===== src/sv/psd_sqrt_cell.sv =====
// ----------------------------------------------------------------------------
// psd_sqrt_cell: one non-restoring-free bit step of the integer square root
// Tries the next result bit and keeps it when its square still fits.
// ----------------------------------------------------------------------------
module psd_sqrt_cell #(parameter int W = 50, parameter int RW = 25, parameter int BIT = 0,
                       parameter int CB = 24) (
  input  logic clk,
  input  logic en,
  input  logic [W-1:0] n_in,
  input  logic [W-1:0] rem_in,
  input  logic [RW-1:0] q_in,
  input  logic deg_in,
  output logic [W-1:0] n_r,
  output logic [W-1:0] rem_r,
  output logic [RW-1:0] q_r,
  output logic deg_r
);
  // rem = n - q^2 ; trying q+2^b costs 2*q*2^b + 2^(2b)
  logic [W+1:0] cost;
  assign cost = ({{(W+2-RW){1'b0}}, q_in} << (BIT + 1)) + ((W+2)'(1) << (2 * BIT));
  always_ff @(posedge clk) begin
    if (en) begin
      n_r <= n_in;
      deg_r <= deg_in;
      if (cost <= {2'b00, rem_in}) begin
        rem_r <= W'({2'b00, rem_in} - cost);
        q_r <= q_in | (RW'(1) << BIT);
      end else begin
        rem_r <= rem_in;
        q_r <= q_in;
      end
    end
  end
endmodule


===== config.mk =====
export PLATFORM = sky130hd
export DESIGN_NAME = psd_sqrt_cell
export DESIGN_NICKNAME = d
export VERILOG_FILES = /design/src/sv/psd_sqrt_cell.sv
export SDC_FILE = /design/constraint.sdc
export NUM_CORES = 1
export LEC_CHECK = 0
export BUFFER_PORTS_ARGS = -buffer_cell sky130_fd_sc_hd__buf_4
export CAP_MARGIN = 20
export CORE_MARGIN = 5
export CORE_UTILIZATION = 44
export CTS_CLUSTER_SIZE = 25
export DETAILED_ROUTE_END_ITERATION = 16
export GPL_TIMING_DRIVEN = 0
export PLACE_DENSITY_LB_ADDON = 0.1
export SLEW_MARGIN = 40
export SYNTH_ARGS = -nofsm -noshare
export SYNTH_HDL_FRONTEND = slang
export SYNTH_SLANG_ARGS = --single-unit

===== constraint.sdc =====
create_clock -name clk -period 3 [get_ports clk]
set_input_delay 0.3 -clock clk [delete_from_list [all_inputs] [get_ports clk]]
set_output_delay 0.3 -clock clk [all_outputs]
set_load 0.02 [all_outputs]

==> summary.txt <==
Power and ir drop
  • Psw: 1.465 mW
  • Switching Share: 27.53%
  • Total power: 5.321 mW
  • Static leakage: between 3 and 4 nW
  • Combinational Power Share: around a fifth
  • Max IR drop VDD: about 0.37 mV
  • Cell Int Power: about 3.9 mW
  • Clock network fraction of total power: 38.2%
  • Register share of total power: 41.2%
  • Cell Pwr Density: approximately 590 nW/um2

CTS
  • Clock-pin slew on the worst setup and hold paths: roughly 0.060 ns
  • CTS tree: done
  • Clock buffer count from CTS: 17
  • Clock tree buffer depth: 2
  • Total clock sinks: between 100 and 150
  • H-Tree Level Count: 4
  • Root Buffer: clkbuf_16
  • Hold-fix buffers, CTS: 0

Synth
  • Number of synthesized flops with an enable pin: around 130
  • Post-synthesis cell type count: 54
  • Most common cell in the synthesized netlist: edfxtp_1
  • Synth top area share: 60.55%
  • Post-Syn Area: 6248 um2
  • Synth Register Bits: 126
  • Mapped Cells: slightly above 500
  • Area leader, netlist: edfxtp_1
  • Synth Flop Type: edfxtp_1
  • YS warnings: 0
  • Synthesized Nets: between 600 and 700
  • Synth top area cells: edfxtp_1, ha_1, xor2_1
  • Sequential cell area fraction in the yosys report: 60.55%
  • Syn Area/Cell: ~12 um2
  • Async set or reset register ratio after synthesis: 0%
  • Post-synth top cells: edfxtp_1, nand2_1, inv_1, o21ai_0, a21oi_1

Critical path
  • CP Class: in -> reg
  • Critical path peak fanout: 10
  • Critical Path RT: ~3.2 ns
  • CP Launch Type: primary input
  • Worst Path Arrival: 3.06 ns
  • CP endpoint kind: flip-flop

Timing
  • Worst-margin pin slew: 0.6287 ns
  • Slew headroom: between 50% and 60%
  • Hold slack: 0.06169 ns
  • Fin crit share: 96.42%
  • Final hold violation count: 0
  • Final min period: slightly below 3 ns
  • Total count of max-transition violations in the final report: 0
  • RSZ-0062 raised after global routing: false
  • Final setup fails: 0
  • Post-layout worst setup margin: 0.1074 ns
  • Fmax: 0.3457 GHz

Detailed routing
  • Vias per cell: 5.285
  • Residual DRC count: 0
  • DRT Wirelength: roughly 18 mm
  • Detailed-route via count: 5158
  • Detailed Routing Iterations Pass 1: 5
  • DR WL/cell: 18.35 um
  • ANT nets after route: 0
  • Detailed Route Iter0 Violations: ~270

Floorplanning
  • Die area: approximately 17000 um2
  • Die height: approximately 130 um
  • Starting Density: between 40% and 50%
  • IO Pins: ~250
  • Site Rows: 43
  • Die X: 129.2 um
  • Core Region: about 14000 um2

Job
  • Number of max-cap violations: 0

Global routing
  • First-pass GRT wire length: 26.57 mm
  • Overall routing resource usage: around 21%
  • Largest net degree at the start of global routing: a little under 70
  • Vias in the first global route: about 5000
  • Total gr overflow: 0
  • Initial antenna violation count: 0

Final layout
  • Area growth syn-to-layout: 44.31%
  • ANT cells: 0
  • NumNets Final: 938
  • Fraction of layout cells with a size suffix above 1: between 30 and 40%

Worst hold path
  • Hold path start: n_in[30]
  • Hold Path Sink: n_r[30]
  • Hold Crit Depth: 1
  • Hold WC Path Type: in -> reg

Placement
  • Post-detail-place hpwl: around 14 mm
  • DP Worst Slack: -0.5449 ns
  • RD Place Congestion: around 0.85
  • Port Buffers: 253

Outcome
  • Status: completed
cell usage in the layout (no fill, tap or decap), drive strengths merged, types with 3 or more instances in the layout:
| cell | netlist | routed |
|---|---|---|
| a21oi | 31 | 31 |
| nor4b | 3 | 3 |
| edfxtp | 126 | 126 |
| nand3 | 5 | 5 |
| nor2 | 20 | 20 |
| nor2b | 4 | 4 |
| o21a | 4 | 4 |
| o211ai | 6 | 6 |
| or4 | 5 | 5 |
| nor4 | 13 | 13 |
| ha | 26 | 26 |
| o31ai | 5 | 5 |
| xnor2 | 17 | 17 |
| buf | 7 | 261 |
| clkinv | 0 | 7 |
| xor2 | 30 | 30 |
| nor3 | 8 | 8 |
| a21o | 7 | 7 |
| clkbuf | 16 | 28 |
| nand4 | 12 | 12 |
| nand3b | 4 | 4 |
| nand2 | 48 | 48 |
| or3 | 7 | 7 |
| inv | 37 | 41 |
| o21ai | 36 | 36 |
| nand2b | 4 | 4 |
| o21bai | 5 | 5 |
per-stage QoR:
| step | std cells | setup TNS, ns | cell area, um2 | util, % |
|---|---|---|---|---|
| 2_1_floorplan | 515 | 0 | 6248 | - |
| 3_3_place_gp | 948 | -15.81 | 8373 | 60.32 |
| 3_5_place_dp | 949 | -15.83 | 8408 | 60.57 |
| 4_1_cts | 979 | 0 | 8995 | 64.80 |
| 5_1_grt | 976 | 0 | 9017 | 64.96 |
| 6_report | 976 | 0 | 9017 | 64.96 |
power groups by stage:
| stage | Combinational, mW | Sequential [mW] | Clock (mW) |
|---|---|---|---|
| after floorplan | 0.321 | 2.45 | 0 |
| after global placement | 1.07 | 2.23 | 0 |
| after detailed placement | 1.08 | 2.23 | 0 |
| after CTS | 1.09 | 2.20 | 2.07 |
| after global routing | 1.18 | 2.21 | 2.17 |
| final | 1.09 | 2.19 | 2.03 |
metal layers:
layer / vias up / global-route usage, % / share of wire (%) / wire length [um]
met2: 239 / 35.27 / 50 / 9018
met4: 0 / 6.609 / 1.7 / 309
li1: 2450 / - / - / -
met5: - / 0 / 0 / 0
met3: 24 / 7.131 / 9.7 / 1732
met1: 2445 / 24.76 / 38 / 6848
cell type report:
type,instances,area [um2]
plain buffers,17,115.1
clock buffers,17,425.4
clock inverters,15,161.4
fillers,1089,4863
inverters,37,138.9
multi-input cells,329,2226
flip-flops and latches,126,3784
well taps,180,225.2
repair buffers,255,1942
worst max path at each step:
| stage | from | to | slack, ns | depth (start not counted) |
|---|---|---|---|---|
| floorplan | rem_in[40] | rem_r[23] | 0.05 | 9 |
| global placement | rem_in[11] | rem_r[43] | -0.47 | 13 |
| detailed placement | rem_in[11] | rem_r[41] | -0.54 | 12 |
| CTS | q_in[12] | rem_r[43] | 0.008 | 14 |
| global route | q_in[22] | rem_r[46] | 0.003 | 14 |
| finish | rem_in[40] | rem_r[23] | 0.11 | 10 |
kinds of logic after synthesis:
family	count (synthesis)	synth area share [%]
AND/OR/NAND/NOR	140	11.53
flip-flops	126	60.55
AO/OA/AOI/OAI	114	11.19
buffers and inverters	60	4.425
XOR/XNOR	47	6.588
adder cells (fa/ha/maj)	27	5.527
multiplexers	1	0.1802
timing repair:
action	in CTS	in global routing
resized for setup	2	6
setup endpoints to repair	10	36
pin swaps	0	1
cloned	0	0
setup buffers	0	1
sequential cells by signal, indices dropped and copies added, names as in the netlist:
name   cells
rem_r     50
deg_r      1
q_r       25
n_r       50
worst max-delay path, cell delays in order:
cell and delay [ns]:
buf_4 0.12, or4_4 0.55, or3_4 0.36, or4_1 0.53
a211o_1 0.28, nor2b_1 0.12, o21a_1 0.14, buf_6 0.15
buf_6 0.16, mux2_2 0.33
Note: power is estimated with default switching activity, not from simulation.
