<file path="src/sv/psd_pkg.sv">
// ----------------------------------------------------------------------------
// psd_pkg: shared constants for the point-to-segment distance block
// Holds the parameter fraction width.
// ----------------------------------------------------------------------------
package psd_pkg;
  localparam int TPAR_BITS = 24;
endpackage

</file>
<file path="src/sv/psd_div_cell.sv">
// ----------------------------------------------------------------------------
// psd_div_cell: one restoring-division step for the segment parameter
// Shifts the remainder, subtracts len2 when it fits, appends a quotient bit.
// ----------------------------------------------------------------------------
module psd_div_cell #(parameter int W = 50, parameter int CB = 24) (
  input  logic clk,
  input  logic en,
  input  logic [W-1:0] r_in, len2_in,
  input  logic [psd_pkg::TPAR_BITS-1:0] t_in,
  input  logic signed [CB:0] ax_in, ay_in, lx_in, ly_in,
  input  logic signed [CB:0] fx_in, fy_in,
  input  logic [1:0] sel_in,
  input  logic deg_in,
  output logic [W-1:0] r_r, len2_r,
  output logic [psd_pkg::TPAR_BITS-1:0] t_r,
  output logic signed [CB:0] ax_r, ay_r, lx_r, ly_r, fx_r, fy_r,
  output logic [1:0] sel_r,
  output logic deg_r
);
  logic [W:0] sh;
  logic ge;
  assign sh = {r_in, 1'b0};
  assign ge = sh >= {1'b0, len2_in};
  always_ff @(posedge clk) begin
    if (en) begin
      r_r <= ge ? W'(sh - {1'b0, len2_in}) : W'(sh);
      t_r <= {t_in[psd_pkg::TPAR_BITS-2:0], ge};
      len2_r <= len2_in;
      ax_r <= ax_in; ay_r <= ay_in; lx_r <= lx_in; ly_r <= ly_in;
      fx_r <= fx_in; fy_r <= fy_in; sel_r <= sel_in; deg_r <= deg_in;
    end
  end
endmodule

</file>
<file path="config.mk">
export PLATFORM = sky130hd
export DESIGN_NAME = psd_div_cell
export DESIGN_NICKNAME = d
export VERILOG_FILES = /design/src/sv/psd_pkg.sv /design/src/sv/psd_div_cell.sv
export SDC_FILE = /design/constraint.sdc
export NUM_CORES = 1
export LEC_CHECK = 0
export BUFFER_PORTS_ARGS = -buffer_cell sky130_fd_sc_hd__buf_4
export CORE_AREA = 8 8 210 212
export CTS_CLUSTER_SIZE = 24
export DETAILED_ROUTE_END_ITERATION = 10
export DIE_AREA = 0 0 218 220
export GPL_ROUTABILITY_DRIVEN = 0
export PLACE_DENSITY = 0.63
export SLEW_MARGIN = 0
export SYNTH_ARGS = -nofsm -noshare
export SYNTH_HDL_FRONTEND = slang
export SYNTH_SLANG_ARGS = --single-unit
</file>
<file path="constraint.sdc">
create_clock -name clk -period 7.1 [get_ports clk]
set_input_delay 2.13 -clock clk [delete_from_list [all_inputs] [get_ports clk]]
set_output_delay 2.13 -clock clk [all_outputs]
set_load 0.02 [all_outputs]
</file>
==> results of run 1 <==
==> area by class of cell <==
| type | instances | area, um2 | share of cell area [%] |
|---|---|---|---|
| Sequential cell | 277 | 8320 | 46.8 |
| Timing Repair Buffer | 559 | 4220 | 23.7 |
| Multi-Input combinational cell | 504 | 3260 | 18.4 |
| Clock buffer | 33 | 783 | 4.41 |
| Tap cell | 532 | 666 | 3.75 |
| Clock inverter | 25 | 262 | 1.47 |
| Inverter | 66 | 248 | 1.40 |
==> power by group <==
part / leakage [nW] / internal (W) / switching [W]
logic: 4.46 / 0.000414 / 0.000560
clock network: 0.511 / 0.000954 / 0.000676
registers: 2.71 / 0.00198 / 0.0000432
==> how the worst max path moves through the flow <==
stage	depth (start not counted)	to	slack (ps)	from
floorplan	12	r_r[48]	2390	len2_in[0]
global placement	12	r_r[25]	1420	r_in[2]
detailed placement	13	r_r[25]	1430	len2_in[3]
CTS	11	r_r[49]	2030	len2_in[25]
global route	12	r_r[11]	1700	len2_in[27]
finish	12	r_r[25]	2080	r_in[2]
==> per-stage QoR <==
stage,util (%),worst slack (ps)
6_report,43.8,2080
5_1_grt,43.8,1700
4_1_cts,43.8,2030
3_5_place_dp,41.2,1430
3_3_place_gp,41.2,1420
2_1_floorplan,-,2390
==> cell usage in the layout, fill, tap and decap left out, types with 2 or more instances in the layout <==
cell / Yosys / layout
edfxtp_1: 277 / 277
clkinv_2: 0 / 8
a221o_1: 3 / 3
nor3_1: 5 / 5
o21ai_0: 41 / 41
and2_1: 3 / 3
nor2b_1: 9 / 9
a21oi_2: 2 / 2
nor2_1: 57 / 57
o21a_1: 4 / 4
ha_1: 50 / 50
or2_2: 2 / 2
a21boi_0: 6 / 6
nand4_1: 17 / 17
o211ai_1: 6 / 6
clkbuf_1: 21 / 2
buf_4: 0 / 557
xnor2_1: 26 / 26
inv_1: 65 / 65
a31oi_1: 2 / 2
or4_1: 2 / 2
clkbuf_16: 0 / 31
o31ai_1: 5 / 5
bufinv_16: 0 / 4
a21oi_1: 91 / 91
clkinvlp_4: 0 / 3
nand3_1: 8 / 8
o21bai_1: 18 / 18
a21o_1: 23 / 23
xor2_1: 19 / 19
clkinv_1: 0 / 4
and3_1: 4 / 4
o21ai_1: 3 / 3
clkinv_4: 0 / 2
inv_6: 0 / 3
nand2_1: 67 / 67
nor4_1: 5 / 5
a31o_2: 1 / 2
nand2b_1: 5 / 5
==> sequential cells by signal (all words and copies together), names as in the netlist <==
| register | flops |
|---|---|
| ax_r | 25 |
| ay_r | 25 |
| deg_r | 1 |
| fx_r | 25 |
| fy_r | 25 |
| len2_r | 50 |
| lx_r | 25 |
| ly_r | 25 |
| r_r | 50 |
| sel_r | 2 |
| t_r | 24 |
==> Yosys cell counts (all sizes together) (9+ instances only) <==
| master | n |
|---|---|
| buf | 12 |
| edfxtp | 277 |
| o21ai | 45 |
| a21o | 24 |
| nand2 | 67 |
| nor2 | 57 |
| ha | 50 |
| o21bai | 18 |
| clkbuf | 22 |
| xnor2 | 26 |
| nand4 | 17 |
| inv | 66 |
| xor2 | 19 |
| nor2b | 9 |
| a21oi | 93 |
==> cell families (layout without fill, tap and decap cells) <==
kind of cell               Yosys count  after routing  share of synthesized area (%)
muxes                                1              1                         0.0832
DFF                                277            277                           69.1
AOI/OAI and AO/OA                  219            219                           11.1
and+or+nand+nor                    188            188                           7.32
xor gates and xnor gates            45             45                           3.28
buffers and inverters              100            683                           3.77
adders and majority gates           51             51                           5.36
==> routing by layer <==
layer,vias to the layer above,track usage [%],part of all wire (%)
li1,4376,-,-
met1,4469,17.8,35
met2,417,31.5,52
met3,67,6.54,10
met4,10,4.57,2.2
met5,-,0,0.15
==> results.txt, run 1 <==
Worst Hold Depth: 1
drt via density: 4.68
Synth Instances: 881
ranking of synthesized cells by area: edfxtp_1 (69%), ha_1 (5.2%), a21oi_1 (3.8%), nand2_1 (2.1%), inv_1 (2.0%)
Synth cell types: 55
Setup Fix Bufs, Post-CTS: 0
Worst EP arrival: 5300 ps
pwr dens: 261 nW/um2
Critical Path RT: 7380 ps
endpoints failing hold: 0
initial antenna violation count: 5
Main synth FF type: edfxtp_1
Clock Pin Slew Worst Setup and Hold Paths: 60 ps
crit path max fanout: 29
Worst Path Class, Setup: input pin to flop
Post-DRT Antenna Nets: 0
Crit. End Element: flop
n_diodes: 0
design area: 17800 um2
worst min-delay path startpoint: lx_in[2]
I/O pin total: 556
Tmin final: 5020 ps
Port Buffer Count: 554
Initial DRC Count: 763
Routed WL: 44.1 mm
floorplan row count: 74
Post-synth ARST share: 0%
post-cts repair resize count: 0
Buf/Inv on CP: 3
Post-synth EDFFs: 277
most used cell, CP: buf_4
WL per Instance: 22.1 um
startpoint types: input pin
Hold Crit Class: input pin to flop
Critical-path top delay cell: inv_2
fin cells: 1996
Yosys reg bits: 277
Hold Buf Count CTS: 0
Die Wd: 218 um
hold slack: 1720 ps
grt ovf: 0
yosys warns: 0
first-pass GRT wire length: 61.9 mm
Final Power: 0.00463 W
crit path cell chain: buf_4, ha_1, a21o_1, a21oi_1, a21boi_0, buf_4, o211ai_1, nor3b_2, a21oi_2, a31o_2, inv_2, o21ai_0
Final Cycle Share: 70.7%
fillers: 3810
RSZ-0062 raised after global routing: false
CTS tree: done
CTS max path bufs: 3
CTS root buf: clkbuf_16
Worst Hold Path EP: lx_r[2]
Max Freq: 199 MHz
# DRC: 0
CTS H-tree lvls: 1
drt pass-1 iters: 5
max-cap violations: 0
cts bufs inserted: 31
largest area contributor in the netlist: edfxtp_1
peak supply drop: 0.000161 V
fin. max-slew vios: 0
setup violators final: 0
fraction of layout cells with a size suffix above 1: 42.6%
sequential fraction of the synthesis area: 69.1%
Worst Max-Slew Pin Slew: 987 ps
Synth top area share: 69.1%
vias in the first global route: 9506
Initial Utilization: 29.7%
P&R area growth vs syn: 47.5%
Synth Cell Area: 12000 um2
fin nets: 1769
worst stage delay on the critical path: 500 ps
setup TNS: 0 ps
DP Area: 16700 um2
die area: 48000 um2
delay-heaviest family, CP: compound AO/OA/AOI/OAI gates
Syn Nets: 1211
Avg Cell Area, Syn: 13.7 um2
GRT Total Usage: 17.0%
Leak: 7.69 nW
placed cell count: 1938
status: finished, final reports clean
max_slew headroom: 34.2%
Die Ht: 220 um
Post-DP HPWL: 35.9 mm
core area: 40600 um2
clk sinks: 277
largest net degree at the start of global routing: 121
routed vias: 9339
Note: power is estimated with default switching activity, not from simulation.
==> run 2, diff against run 1 <==
--- a/config.mk
+++ b/config.mk
@@ -6,12 +6,12 @@
 export NUM_CORES = 1
 export LEC_CHECK = 0
 export BUFFER_PORTS_ARGS = -buffer_cell sky130_fd_sc_hd__buf_4
-export CORE_AREA = 8 8 210 212
+export CORE_AREA = 8 8 212 214
 export CTS_CLUSTER_SIZE = 24
 export DETAILED_ROUTE_END_ITERATION = 10
-export DIE_AREA = 0 0 218 220
+export DIE_AREA = 0 0 220 222
 export GPL_ROUTABILITY_DRIVEN = 0
-export PLACE_DENSITY = 0.63
+export PLACE_DENSITY = 0.62
 export SLEW_MARGIN = 0
 export SYNTH_ARGS = -nofsm -noshare
 export SYNTH_HDL_FRONTEND = slang
==> constraint.sdc (replaced) <==
create_clock -name clk -period 4.7 [get_ports clk]
set_input_delay 1.41 -clock clk [delete_from_list [all_inputs] [get_ports clk]]
set_output_delay 1.41 -clock clk [all_outputs]
set_load 0.02 [all_outputs]
==> run 2 against run 1 <==
  * Cell count up 1.2%
  * Sequential cell count unchanged
  * Non-clock buffer count up 16
  * Via count up 0.20%
  * Largest cell class unchanged
==> results.txt, run 2 (same netlist as run 1, synthesis figures left out) <==
status: finished, final reports clean
routed vias: 9358
RSZ-0062 raised after global routing: false
first-pass GRT wire length: 62.9 mm
fin nets: 1785
M1 GR Usage: 17.4%
Worst Hold Depth: 1
Tmin final: 4000 ps
clk sinks: 277
WL per Instance: 21.9 um
Worst Path Class, Setup: input pin to flop
Port Buffer Count: 554
Crit. End Element: flop
Worst EP arrival: 4410 ps
CTS root buf: clkbuf_16
post-cts repair resize count: 0
most common cell after layout, fill and taps aside: buf_4
Die Wd: 220 um
Hold Buf Count CTS: 0
Final Cycle Share: 85.0%
max-cap violations: 0
cts bufs inserted: 31
worst stage delay on the critical path: 370 ps
worst min-delay path startpoint: fx_in[3]
Max Freq: 250 MHz
die area: 48800 um2
# DRC: 0
grt ovf: 0
Regs by FF count: len2_r x50, r_r x50
most used cell, CP: buf_4
startpoint types: input pin
pwr dens: 384 nW/um2
CTS H-tree lvls: 1
fin cells: 2020
crit path max fanout: 5
Post-DRT Antenna Nets: 0
Routed WL: 44.3 mm
Setup Fix Bufs, Post-CTS: 0
largest net degree at the start of global routing: 102
max_slew headroom: 47.8%
GR peak layer: met2
Post-DP HPWL: 36.0 mm
drt pass-1 iters: 5
CTS max path bufs: 3
Critical Path RT: 5110 ps
initial antenna violation count: 5
crit path cell chain: buf_4, inv_1, ha_1, nand3_1, o21bai_1, a21boi_0, buf_4, o21ai_0, a21oi_1, o31ai_1, buf_4, a21boi_0, o21ai_0, and3_1, o31ai_1
P&R area growth vs syn: 48.4%
most frequent cells in the layout: buf_4 (569), edfxtp_1 (277), a21oi_1 (91)
GRT Total Usage: 16.9%
fraction of layout cells with a size suffix above 1: 42.8%
I/O pin total: 556
fin. max-slew vios: 0
CTS tree: done
M3 GR Usage: 6.59%
Initial Utilization: 29.0%
Worst Max-Slew Pin Slew: 784 ps
floorplan row count: 75
CP Launch Point: len2_in[3]
endpoints failing hold: 0
Initial DRC Count: 712
Leak: 7.74 nW
setup TNS: 0 ps
Critical-path top delay cell: ha_1
Die Ht: 222 um
Clock Pin Slew Worst Setup and Hold Paths: 70 ps
vias in the first global route: 9681
drt via density: 4.63
setup violators final: 0
met2 Use GR: 31.7%
placed cell count: 1961
peak supply drop: 0.000254 V
core area: 41500 um2
Worst Hold Path EP: fx_r[3]
Hold Crit Class: input pin to flop
[run 2: cell types whose count changed in the layout (fill, tap and decap cells not counted)]
cell,previous run,this run
buf_12,1,5
buf_4,557,569
bufinv_16,4,2
clkbuf_1,2,5
clkinv_1,4,8
clkinv_2,8,6
diode_2,0,1
inv_16,1,0
inv_6,3,1
[run 2: worst max-delay path by stage]
stage                     cells past startpoint      end
after floorplan                              12  r_r[48]
after global placement                       15  r_r[49]
after detailed placement                     15  r_r[49]
after CTS                                    15  r_r[49]
after global routing                         13  r_r[48]
final                                        15  r_r[49]
[run 2: routing by layer]
layer	share of wire, %	up-vias
met4	1.9	8
met5	0.13	-
met3	11	57
li1	-	4406
met2	52	377
met1	35	4510
[run 2: per-stage QoR]
step	utilization, %	cell area [um2]	power (W)	worst slack, ps	hold WS [ps]
after global routing	43.0	17900	0.00716	504	973
after detailed placement	40.7	16900	0.00462	42.4	1590
after CTS	43.0	17900	0.00696	658	968
after floorplan	-	12000	0.00384	707	1510
after global placement	40.7	16900	0.00460	70.9	1590
final	43.0	17900	0.00686	703	1010
[run 2: critical path: cells and delay by family]
family | cells | cell delay (ps)
buf+inv | 4 | 510
compound gates | 8 | 1740
simple gates | 2 | 360
fa+ha+maj | 1 | 370
[run 2: final cells by class]
class                   count  area (um2)
flip-flops and latches    277        8320
repair buffers            575        4390
multi-input cells         504        3260
well taps                 539         674
diodes                      1        2.50
fillers                  3862       23600
clock inverters            22         169
inverters                  66         248
clock buffers              36         795
[run 2: report_power, final]
part	switching (W)	total (W)	internal [W]
clock	0.000991	0.00231	0.00132
sequential	0.0000678	0.00306	0.00300
combinational	0.000847	0.00149	0.000646
